[src/hw/rtl/kppq_pkg.sv]
`timescale 1ns / 1ps

package kppq_pkg;

  localparam int unsigned KEY_W     = 8;
  localparam int unsigned IN_PAY_W  = 32;
  localparam int unsigned OUT_PAY_W = 32;
  localparam int unsigned OCC_W     = 5;

  typedef enum logic [1:0] {
    MODE_ENQ   = 2'd0,
    MODE_DEQ   = 2'd1,
    MODE_PEEK  = 2'd2,
    MODE_CLEAR = 2'd3
  } mode_e;

  typedef enum logic [1:0] {
    ST_OK   = 2'd0,
    ST_FULL = 2'd1,
    ST_MISS = 2'd2
  } status_e;

  typedef enum logic [2:0] {
    S_IDLE,
    S_DISPATCH,
    S_SEARCH,
    S_SHIFT,
    S_FINISH
  } seq_state_e;

  typedef struct packed {
    mode_e                 mode;
    logic [KEY_W-1:0]      dest_key;
    logic [IN_PAY_W-1:0]   payload_in;
  } kppq_in_t;

  typedef struct packed {
    status_e               status;
    logic [OUT_PAY_W-1:0]  payload_out;
    logic [OCC_W-1:0]      occupancy;
  } kppq_out_t;

endpackage

[src/hw/rtl/kppq_ram.sv]
`timescale 1ns / 1ps

module kppq_ram #(
  parameter int unsigned WIDTH = 40,
  parameter int unsigned DEPTH = 16
) (
  input  logic                     clk_i,
  input  logic                     we_i,
  input  logic [$clog2(DEPTH)-1:0] waddr_i,
  input  logic [WIDTH-1:0]         wdata_i,
  input  logic [$clog2(DEPTH)-1:0] raddr_i,
  output logic [WIDTH-1:0]         rdata_o
);

  logic [WIDTH-1:0] mem_q [DEPTH];
  logic [WIDTH-1:0] rdata_q;

  always_ff @(posedge clk_i) begin
    if (we_i) begin
      mem_q[waddr_i] <= wdata_i;
    end
    rdata_q <= mem_q[raddr_i];
  end

  assign rdata_o = rdata_q;

endmodule

[src/hw/rtl/kppq_seq.sv]
`timescale 1ns / 1ps

module kppq_seq #(
  parameter int unsigned QUEUE_DEPTH  = 16,
  parameter int unsigned PAYLOAD_BITS = 32
) (
  input  logic                clk_i,
  input  logic                rst_ni,
  input  logic                start_i,
  input  kppq_pkg::kppq_in_t  item_i,
  input  logic                res_take_i,
  output logic                busy_o,
  output logic                res_valid_o,
  output kppq_pkg::kppq_out_t res_o
);

  localparam int unsigned IDX_W = $clog2(QUEUE_DEPTH);
  localparam int unsigned CNT_W = $clog2(QUEUE_DEPTH + 1);
  localparam int unsigned ENT_W = kppq_pkg::KEY_W + PAYLOAD_BITS;
  localparam logic [CNT_W-1:0] DEPTH_CNT = CNT_W'(QUEUE_DEPTH);

  kppq_pkg::seq_state_e state_q, state_d;
  kppq_pkg::mode_e      mode_q, mode_d;
  kppq_pkg::status_e    status_q, status_d;
  logic [kppq_pkg::KEY_W-1:0] key_q, key_d;
  logic [PAYLOAD_BITS-1:0]    pay_q, pay_d;
  logic [PAYLOAD_BITS-1:0]    rpay_q, rpay_d;
  logic [IDX_W-1:0]           idx_q, idx_d;
  logic [CNT_W-1:0]           count_q, count_d;

  logic             mem_we;
  logic [IDX_W-1:0] mem_waddr;
  logic [ENT_W-1:0] mem_wdata;
  logic [IDX_W-1:0] mem_raddr;
  logic [ENT_W-1:0] mem_rdata;

  logic [kppq_pkg::KEY_W-1:0] rd_key;
  logic [PAYLOAD_BITS-1:0]    rd_pay;
  logic [IDX_W-1:0]           idx_next;
  logic [CNT_W-1:0]           idx_inc;
  logic                       hit;

  logic [kppq_pkg::IN_PAY_W+PAYLOAD_BITS-1:0]  pay_in_wide;
  logic [kppq_pkg::OUT_PAY_W+PAYLOAD_BITS-1:0] pay_out_wide;
  logic [kppq_pkg::OCC_W+CNT_W-1:0]            occ_wide;

  kppq_ram #(
    .WIDTH (ENT_W),
    .DEPTH (QUEUE_DEPTH)
  ) u_entries (
    .clk_i   (clk_i),
    .we_i    (mem_we),
    .waddr_i (mem_waddr),
    .wdata_i (mem_wdata),
    .raddr_i (mem_raddr),
    .rdata_o (mem_rdata)
  );

  assign rd_key   = mem_rdata[ENT_W-1 -: kppq_pkg::KEY_W];
  assign rd_pay   = mem_rdata[PAYLOAD_BITS-1:0];
  assign idx_next = idx_q + IDX_W'(1);
  assign idx_inc  = CNT_W'(idx_q) + CNT_W'(1);
  assign hit      = (rd_key == key_q);

  assign pay_in_wide  = {{PAYLOAD_BITS{1'b0}}, item_i.payload_in};
  assign pay_out_wide = {{kppq_pkg::OUT_PAY_W{1'b0}}, rpay_q};
  assign occ_wide     = {{kppq_pkg::OCC_W{1'b0}}, count_q};

  always_comb begin
    state_d     = state_q;
    mode_d      = mode_q;
    key_d       = key_q;
    pay_d       = pay_q;
    status_d    = status_q;
    rpay_d      = rpay_q;
    idx_d       = idx_q;
    count_d     = count_q;
    mem_we      = 1'b0;
    mem_waddr   = idx_q;
    mem_wdata   = {key_q, pay_q};
    mem_raddr   = idx_next;
    res_valid_o = 1'b0;

    unique case (state_q)
      kppq_pkg::S_IDLE: begin
        if (start_i) begin
          mode_d  = item_i.mode;
          key_d   = item_i.dest_key;
          pay_d   = pay_in_wide[PAYLOAD_BITS-1:0];
          state_d = kppq_pkg::S_DISPATCH;
        end
      end
      kppq_pkg::S_DISPATCH: begin
        rpay_d    = '0;
        status_d  = kppq_pkg::ST_OK;
        state_d   = kppq_pkg::S_FINISH;
        idx_d     = '0;
        mem_raddr = '0;
        case (mode_q) inside
          kppq_pkg::MODE_ENQ: begin
            if (count_q == DEPTH_CNT) begin
              status_d = kppq_pkg::ST_FULL;
            end else begin
              mem_we    = 1'b1;
              mem_waddr = count_q[IDX_W-1:0];
              count_d   = count_q + CNT_W'(1);
            end
          end
          kppq_pkg::MODE_DEQ, kppq_pkg::MODE_PEEK: begin
            if (count_q == '0) begin
              status_d = kppq_pkg::ST_MISS;
            end else begin
              state_d = kppq_pkg::S_SEARCH;
            end
          end
          kppq_pkg::MODE_CLEAR: begin
            count_d = '0;
          end
          default: begin
            count_d = count_q;
          end
        endcase
      end
      kppq_pkg::S_SEARCH: begin
        if (hit) begin
          rpay_d = rd_pay;
          if (mode_q == kppq_pkg::MODE_DEQ) begin
            state_d = kppq_pkg::S_SHIFT;
          end else begin
            state_d = kppq_pkg::S_FINISH;
          end
        end else if (idx_inc >= count_q) begin
          status_d = kppq_pkg::ST_MISS;
          state_d  = kppq_pkg::S_FINISH;
        end else begin
          idx_d = idx_next;
        end
      end
      kppq_pkg::S_SHIFT: begin
        if (idx_inc < count_q) begin
          mem_we    = 1'b1;
          mem_waddr = idx_q;
          mem_wdata = mem_rdata;
          mem_raddr = idx_q + IDX_W'(2);
          idx_d     = idx_next;
        end else begin
          count_d = count_q - CNT_W'(1);
          state_d = kppq_pkg::S_FINISH;
        end
      end
      kppq_pkg::S_FINISH: begin
        res_valid_o = 1'b1;
        if (res_take_i) begin
          state_d = kppq_pkg::S_IDLE;
        end
      end
      default: begin
        state_d = kppq_pkg::S_IDLE;
      end
    endcase
  end

  always_ff @(posedge clk_i or negedge rst_ni) begin
    if (!rst_ni) begin
      state_q <= kppq_pkg::S_IDLE;
      idx_q   <= '0;
      count_q <= '0;
    end else begin
      state_q <= state_d;
      idx_q   <= idx_d;
      count_q <= count_d;
    end
  end

  always_ff @(posedge clk_i) begin
    mode_q   <= mode_d;
    key_q    <= key_d;
    pay_q    <= pay_d;
    status_q <= status_d;
    rpay_q   <= rpay_d;
  end

  assign busy_o            = (state_q != kppq_pkg::S_IDLE);
  assign res_o.status      = status_q;
  assign res_o.payload_out = pay_out_wide[kppq_pkg::OUT_PAY_W-1:0];
  assign res_o.occupancy   = occ_wide[kppq_pkg::OCC_W-1:0];

endmodule

[src/hw/rtl/keyed_pending_packet_queue.sv]
`timescale 1ns / 1ps

// Channel   Direction  Handshake               Payload
// in        input      in_valid_i, in_stall_o   in_data_i  (mode, dest_key, payload_in)
// out       output     out_valid_o, out_stall_i out_data_o (status, payload_out, occupancy)
//
// One transaction at a time: enqueue and clear go from dispatch straight to finish,
// while a peek or a dequeue also searches the keys, and a dequeue that hits compacts.
// Their duration is set by the linear key search and the compaction, both through the
// single read and write port of the entry memory.
// Reset empties the queue at once; no clearing pass is needed.
// The result sits in an output register, so a stalled output holds the next
// transaction back only when its own result is ready.

module keyed_pending_packet_queue #(
  parameter int unsigned QUEUE_DEPTH  = 16,
  parameter int unsigned PAYLOAD_BITS = 32
) (
  input  logic                clk_i,
  input  logic                rst_ni,
  input  logic                in_valid_i,
  output logic                in_stall_o,
  input  kppq_pkg::kppq_in_t  in_data_i,
  output logic                out_valid_o,
  input  logic                out_stall_i,
  output kppq_pkg::kppq_out_t out_data_o
);

  localparam logic [kppq_pkg::OCC_W-1:0] FULL_OCC = QUEUE_DEPTH[kppq_pkg::OCC_W-1:0];

  logic                busy;
  logic                start;
  logic                res_valid;
  logic                res_take;
  kppq_pkg::kppq_out_t res;

  logic                out_valid_q, out_valid_d;
  kppq_pkg::kppq_out_t out_data_q;

  assign in_stall_o = busy;
  assign start      = in_valid_i && !busy;
  assign res_take   = res_valid && (!out_valid_q || !out_stall_i);

  kppq_seq #(
    .QUEUE_DEPTH  (QUEUE_DEPTH),
    .PAYLOAD_BITS (PAYLOAD_BITS)
  ) u_seq (
    .clk_i       (clk_i),
    .rst_ni      (rst_ni),
    .start_i     (start),
    .item_i      (in_data_i),
    .res_take_i  (res_take),
    .busy_o      (busy),
    .res_valid_o (res_valid),
    .res_o       (res)
  );

  assign out_valid_d = res_take || (out_valid_q && out_stall_i);

  always_ff @(posedge clk_i or negedge rst_ni) begin
    if (!rst_ni) begin
      out_valid_q <= 1'b0;
    end else begin
      out_valid_q <= out_valid_d;
    end
  end

  always_ff @(posedge clk_i) begin
    if (res_take) begin
      out_data_q <= res;
    end
  end

  assign out_valid_o = out_valid_q;
  assign out_data_o  = out_data_q;

  a_busy_after_accept: assert property (@(posedge clk_i) disable iff (!rst_ni)
    start |=> in_stall_o)
    else $error("Queue did not go busy after accepting a transaction.");

  a_no_payload_on_fail: assert property (@(posedge clk_i) disable iff (!rst_ni)
    out_valid_o && out_data_o.status != kppq_pkg::ST_OK |-> out_data_o.payload_out == '0)
    else $error("Failed transaction returned a nonzero payload.");

  a_full_occupancy: assert property (@(posedge clk_i) disable iff (!rst_ni)
    out_valid_o && out_data_o.status == kppq_pkg::ST_FULL |-> out_data_o.occupancy == FULL_OCC)
    else $error("Full status reported while the queue was not full.");

  a_occupancy_bound: assert property (@(posedge clk_i) disable iff (!rst_ni)
    out_valid_o |-> (QUEUE_DEPTH > 31) || (32'(out_data_o.occupancy) <= QUEUE_DEPTH))
    else $error("Occupancy exceeds the queue depth.");

  a_result_only_when_busy: assert property (@(posedge clk_i) disable iff (!rst_ni)
    res_take |-> busy && !start)
    else $error("Result loaded while the sequencer was idle.");

endmodule
[config.mk]
export PLATFORM = sky130hd
export DESIGN_NAME = keyed_pending_packet_queue
export DESIGN_NICKNAME = d
export VERILOG_FILES = /design/src/hw/rtl/kppq_pkg.sv /design/src/hw/rtl/kppq_ram.sv /design/src/hw/rtl/kppq_seq.sv /design/src/hw/rtl/keyed_pending_packet_queue.sv
export SDC_FILE = /design/constraint.sdc
export NUM_CORES = 1
export LEC_CHECK = 0
export BUFFER_PORTS_ARGS = -buffer_cell sky130_fd_sc_hd__clkbuf_2
export CORE_ASPECT_RATIO = 2
export CORE_MARGIN = 2
export CORE_UTILIZATION = 42
export DETAILED_ROUTE_END_ITERATION = 12
export PLACE_DENSITY = 0.58
export SYNTH_ARGS = -nofsm -noshare
export SYNTH_HDL_FRONTEND = slang
export SYNTH_SLANG_ARGS = --single-unit
[constraint.sdc]
create_clock -name clk_i -period 10.08 [get_ports clk_i]
set_input_delay 0 -clock clk_i [delete_from_list [all_inputs] [get_ports clk_i]]
set_output_delay 0 -clock clk_i [all_outputs]
set_load 0.01 [all_outputs]
==> metrics.txt <==
outcome=complete, no violations; TritonCTS clock tree=yes; maxcap violations=0; Critical Path Sink Type=register; port buffer count=86; worst-skew pair later-pin latency=around 0.63 ns; crit path launch=u_seq.idx_q[0]; Req. time, crit path=10.65 ns; FF-to-FF Start=u_seq.idx_q[0]; Async SR Flop Fraction=1.61%; number of enable flip-flop cells after synthesis=around 760; largest net degree at the start of global routing=about 100; Via density=5.78; Power Total=9.74 mW; Hold Fails Final Rpt=0; die footprint=77800 um2; initial antenna violation count=0; vias in the first global route=between 15k and 20k; Crit Path Max Fanout=65; Post-Place Cell Area=33200 um2; Die Span Y=between 300 and 400 um; largest area contributor in the netlist=edfxtp_1; skew final=~0.023 ns; FF+latch area=between 20000 and 25000 um2; CTS sink count=roughly 810; drt wl/cell=approximately 27 um; CTS clk-pin slew, worst paths=approximately 0.070 ns; mean area per synthesized cell=about 16 um2; f_max=roughly 180 MHz; syn nets=about 2k; sequential-to-total area share from yosys stat=75.1%; Nets=approximately 2.1k; Post-CTS Setup Bufs=0; crit path to=u_seq.u_entries.rdata_o[24]; RSZ-0062 raised after global routing=false; clock root buffer=clkbuf_16; Critical Path Source Type=register; Critical Path AT=5.98 ns; relative slew slack=~25%; global routing's busiest layer=met2; num ports=between 80 and 90; drc violations=0; fin cells=slightly above 3k; main flop type after synthesis=edfxtp_1; antenna-violating nets left=0; Reg2Reg Setup Slack=4.67 ns; Cell variety after synth=60; Cell Count Post-Placement=2939; vias=between 15k and 20k; Tot GR Track Use=between 20% and 30%; Worst VDD drop=around 0.00024 V; worst r2r path cells=14; final count of negative-setup-slack endpoints=0; hold_sp=in_data_i[8]; worst reg2reg path endpoint=u_seq.u_entries.rdata_o[24]; met2 usage=37.4%; max-slew violation count=0; # H-tree levels=3; row count=142; grt total ovfl=0; Leak Pwr=12.0 nW; area share of the largest cell type after synthesis=between 70% and 80%; slew at the pin closest to its max-slew limit=1.12 ns; Initial DRC Count=about 1.6k; YS warnings=0; CTS Buffer Depth=3; Starting Density=a little over two fifths; Die X-Extent=198 um; synth-to-layout area growth=14.0%; Final TNS setup=0 ns; area of the multi-input gates=7370 um2; DR pass1 iterations=5; Synth Instances=about 1.9k; post-synthesis instance area=~32000 um2; first-pass GRT wire length=~120000 um; Global Route met1 Usage=between 20% and 30%; met3 global-route usage=approximately 2.8%; HP Class=in -> reg; Final GP Congestion=about 0.82; PwrDens=~270 nW/um2; utilization after layout=a little under 50%; largest cells by area after synthesis=edfxtp_1, mux2i_1, dfxtp_1; routed wire length=between 80000 and 90000 um; number of synthesized register bits=approximately 800; hpwl dp=41400 um; share of layout cells above drive strength 1=between 15 and 20%; fill count=6225; crit path time final=about 5.4 ns; post-route design area=36100 um2; total CTS buffers=slightly above 70; final worst path period share=between 50% and 60%; Setup CP Type=reg -> reg; core box area=74800 um2
[cell families (layout without fill, tap and decap cells)]
family                     count (synthesis)  in the layout  synth area share [%]
adders and majority gates                 13             13                 0.513
and+or+nand+nor                          333            333                  5.38
AOI/OAI and AO/OA                        422            422                  9.84
xor gates and xnor gates                  10             10                 0.276
buffers and inverters                    149            316                  2.37
other                                      0              1                     0
DFF                                      808            808                  75.1
muxes                                    201            201                  6.55
[state kept, by name, summed over array words and instances, names as in the netlist]
signal and cells:
u_seq.rpay_q 32, u_seq.key_q 8, out_valid_o 1, u_seq.u_entries.mem_q 640, u_seq.state_q 3, u_seq.count_q 5
u_seq.pay_q 32, out_data_o 39, u_seq.status_q 2, u_seq.idx_q 4, u_seq.mode_q 2, u_seq.u_entries.rdata_o 40
[how the worst min path moves through the flow]
stage                             endpoint  depth (start not counted)  slack [ns]
after floorplan                out_valid_o                          0       -0.30
after global placement    u_seq.count_q[2]                          1       -0.06
after detailed placement  u_seq.count_q[2]                          1       -0.06
after CTS                  u_seq.pay_q[23]                          2        0.05
after global routing       u_seq.pay_q[29]                          2        0.08
final                       u_seq.pay_q[8]                          2        0.08
[layout make-up]
class | instances | area share (%)
multi-input combinational | 979 | 20.4
timing repair buffer | 174 | 3.34
tap | 1008 | 3.49
sequential | 808 | 65.9
clock inverter | 36 | 1.35
clock buffer | 90 | 5.37
inverter | 16 | 0.166
antenna | 1 | 0.00693
[Yosys cell counts (35+ instances only)]
master,count
edfxtp_1,755
mux2i_1,158
o21ai_0,120
nand2_1,105
a211oi_1,82
and3_1,80
clkbuf_1,65
nand3_1,52
a32oi_1,42
buf_2,42
mux2_2,42
a211o_1,41
dfxtp_1,40
o221ai_1,40
o211a_1,38
and2_1,35
[placed cells by master, fill, tap and decap left out, types with 3 or more instances in the layout]
cell,Yosys,layout
edfxtp_1,755,755
mux2i_1,158,158
o21ai_0,120,120
nand2_1,105,101
clkbuf_2,3,86
a211oi_1,82,82
and3_1,80,80
clkbuf_16,0,73
nand3_1,52,52
dlygate4sd3_1,0,46
a32oi_1,42,42
mux2_2,42,42
buf_4,10,42
a211o_1,41,41
o221ai_1,40,40
dfxtp_1,40,40
o211a_1,38,38
and2_1,35,34
nor2_4,0,22
inv_1,16,16
o21ai_1,16,16
ha_1,13,13
dfrtp_1,13,13
nor3_1,12,12
clkbuf_1,65,12
bufinv_16,0,11
xnor2_1,10,10
nor2_1,32,10
clkinv_2,0,9
a21oi_1,9,8
a31oi_1,7,7
clkinv_1,0,7
clkbuf_8,0,5
nand2b_1,3,3
nand2_2,1,3
nand4_1,3,3
o31ai_1,3,3
clkinvlp_4,0,3
[power breakdown]
part           internal, mW  switching [mW]
Sequential             4.13           0.156
Combinational         0.951            1.64
Clock                  1.66            1.20
[critical path: stages, from the launching register on]
cell and delay, ns:
dfrtp_1 0.50, ha_1 0.29, xnor2_1 0.26, inv_1 0.11, ha_1 0.34, nand4_2 0.15
o221a_4 0.32, nand2_4 0.51, buf_4 0.74, a22o_2 0.27, buf_4 0.64, nor2_4 0.31
buf_4 0.37, a32oi_1 0.25, o211a_1 0.18
[repair_timing]
| action | 4_1_cts | 5_1_grt |
|---|---|---|
| hold endpoints to repair | 75 | 0 |
| gates resized for setup | 0 | 0 |
| hold buffers | 46 | 0 |
| endpoints found under the setup margin | 0 | 0 |
[metal layers]
metal  share of wire (%)  vias to the layer above  wire [um]
li1                    -                     7910          -
met1                  39                     9209      32200
met5                   0                        -          0
met2                  51                      663      42300
met4                 4.9                        0       4030
met3                 5.4                      209       4470
[through the flow]
step	hold slack (ns)	setup slack, ns
finish	0.0831	4.67
global route	0.0798	4.49
CTS	0.0467	4.71
detailed placement	-0.0556	4.73
global placement	-0.0639	4.96
floorplan	-0.296	5.68
(Power assumes the default switching activity.)
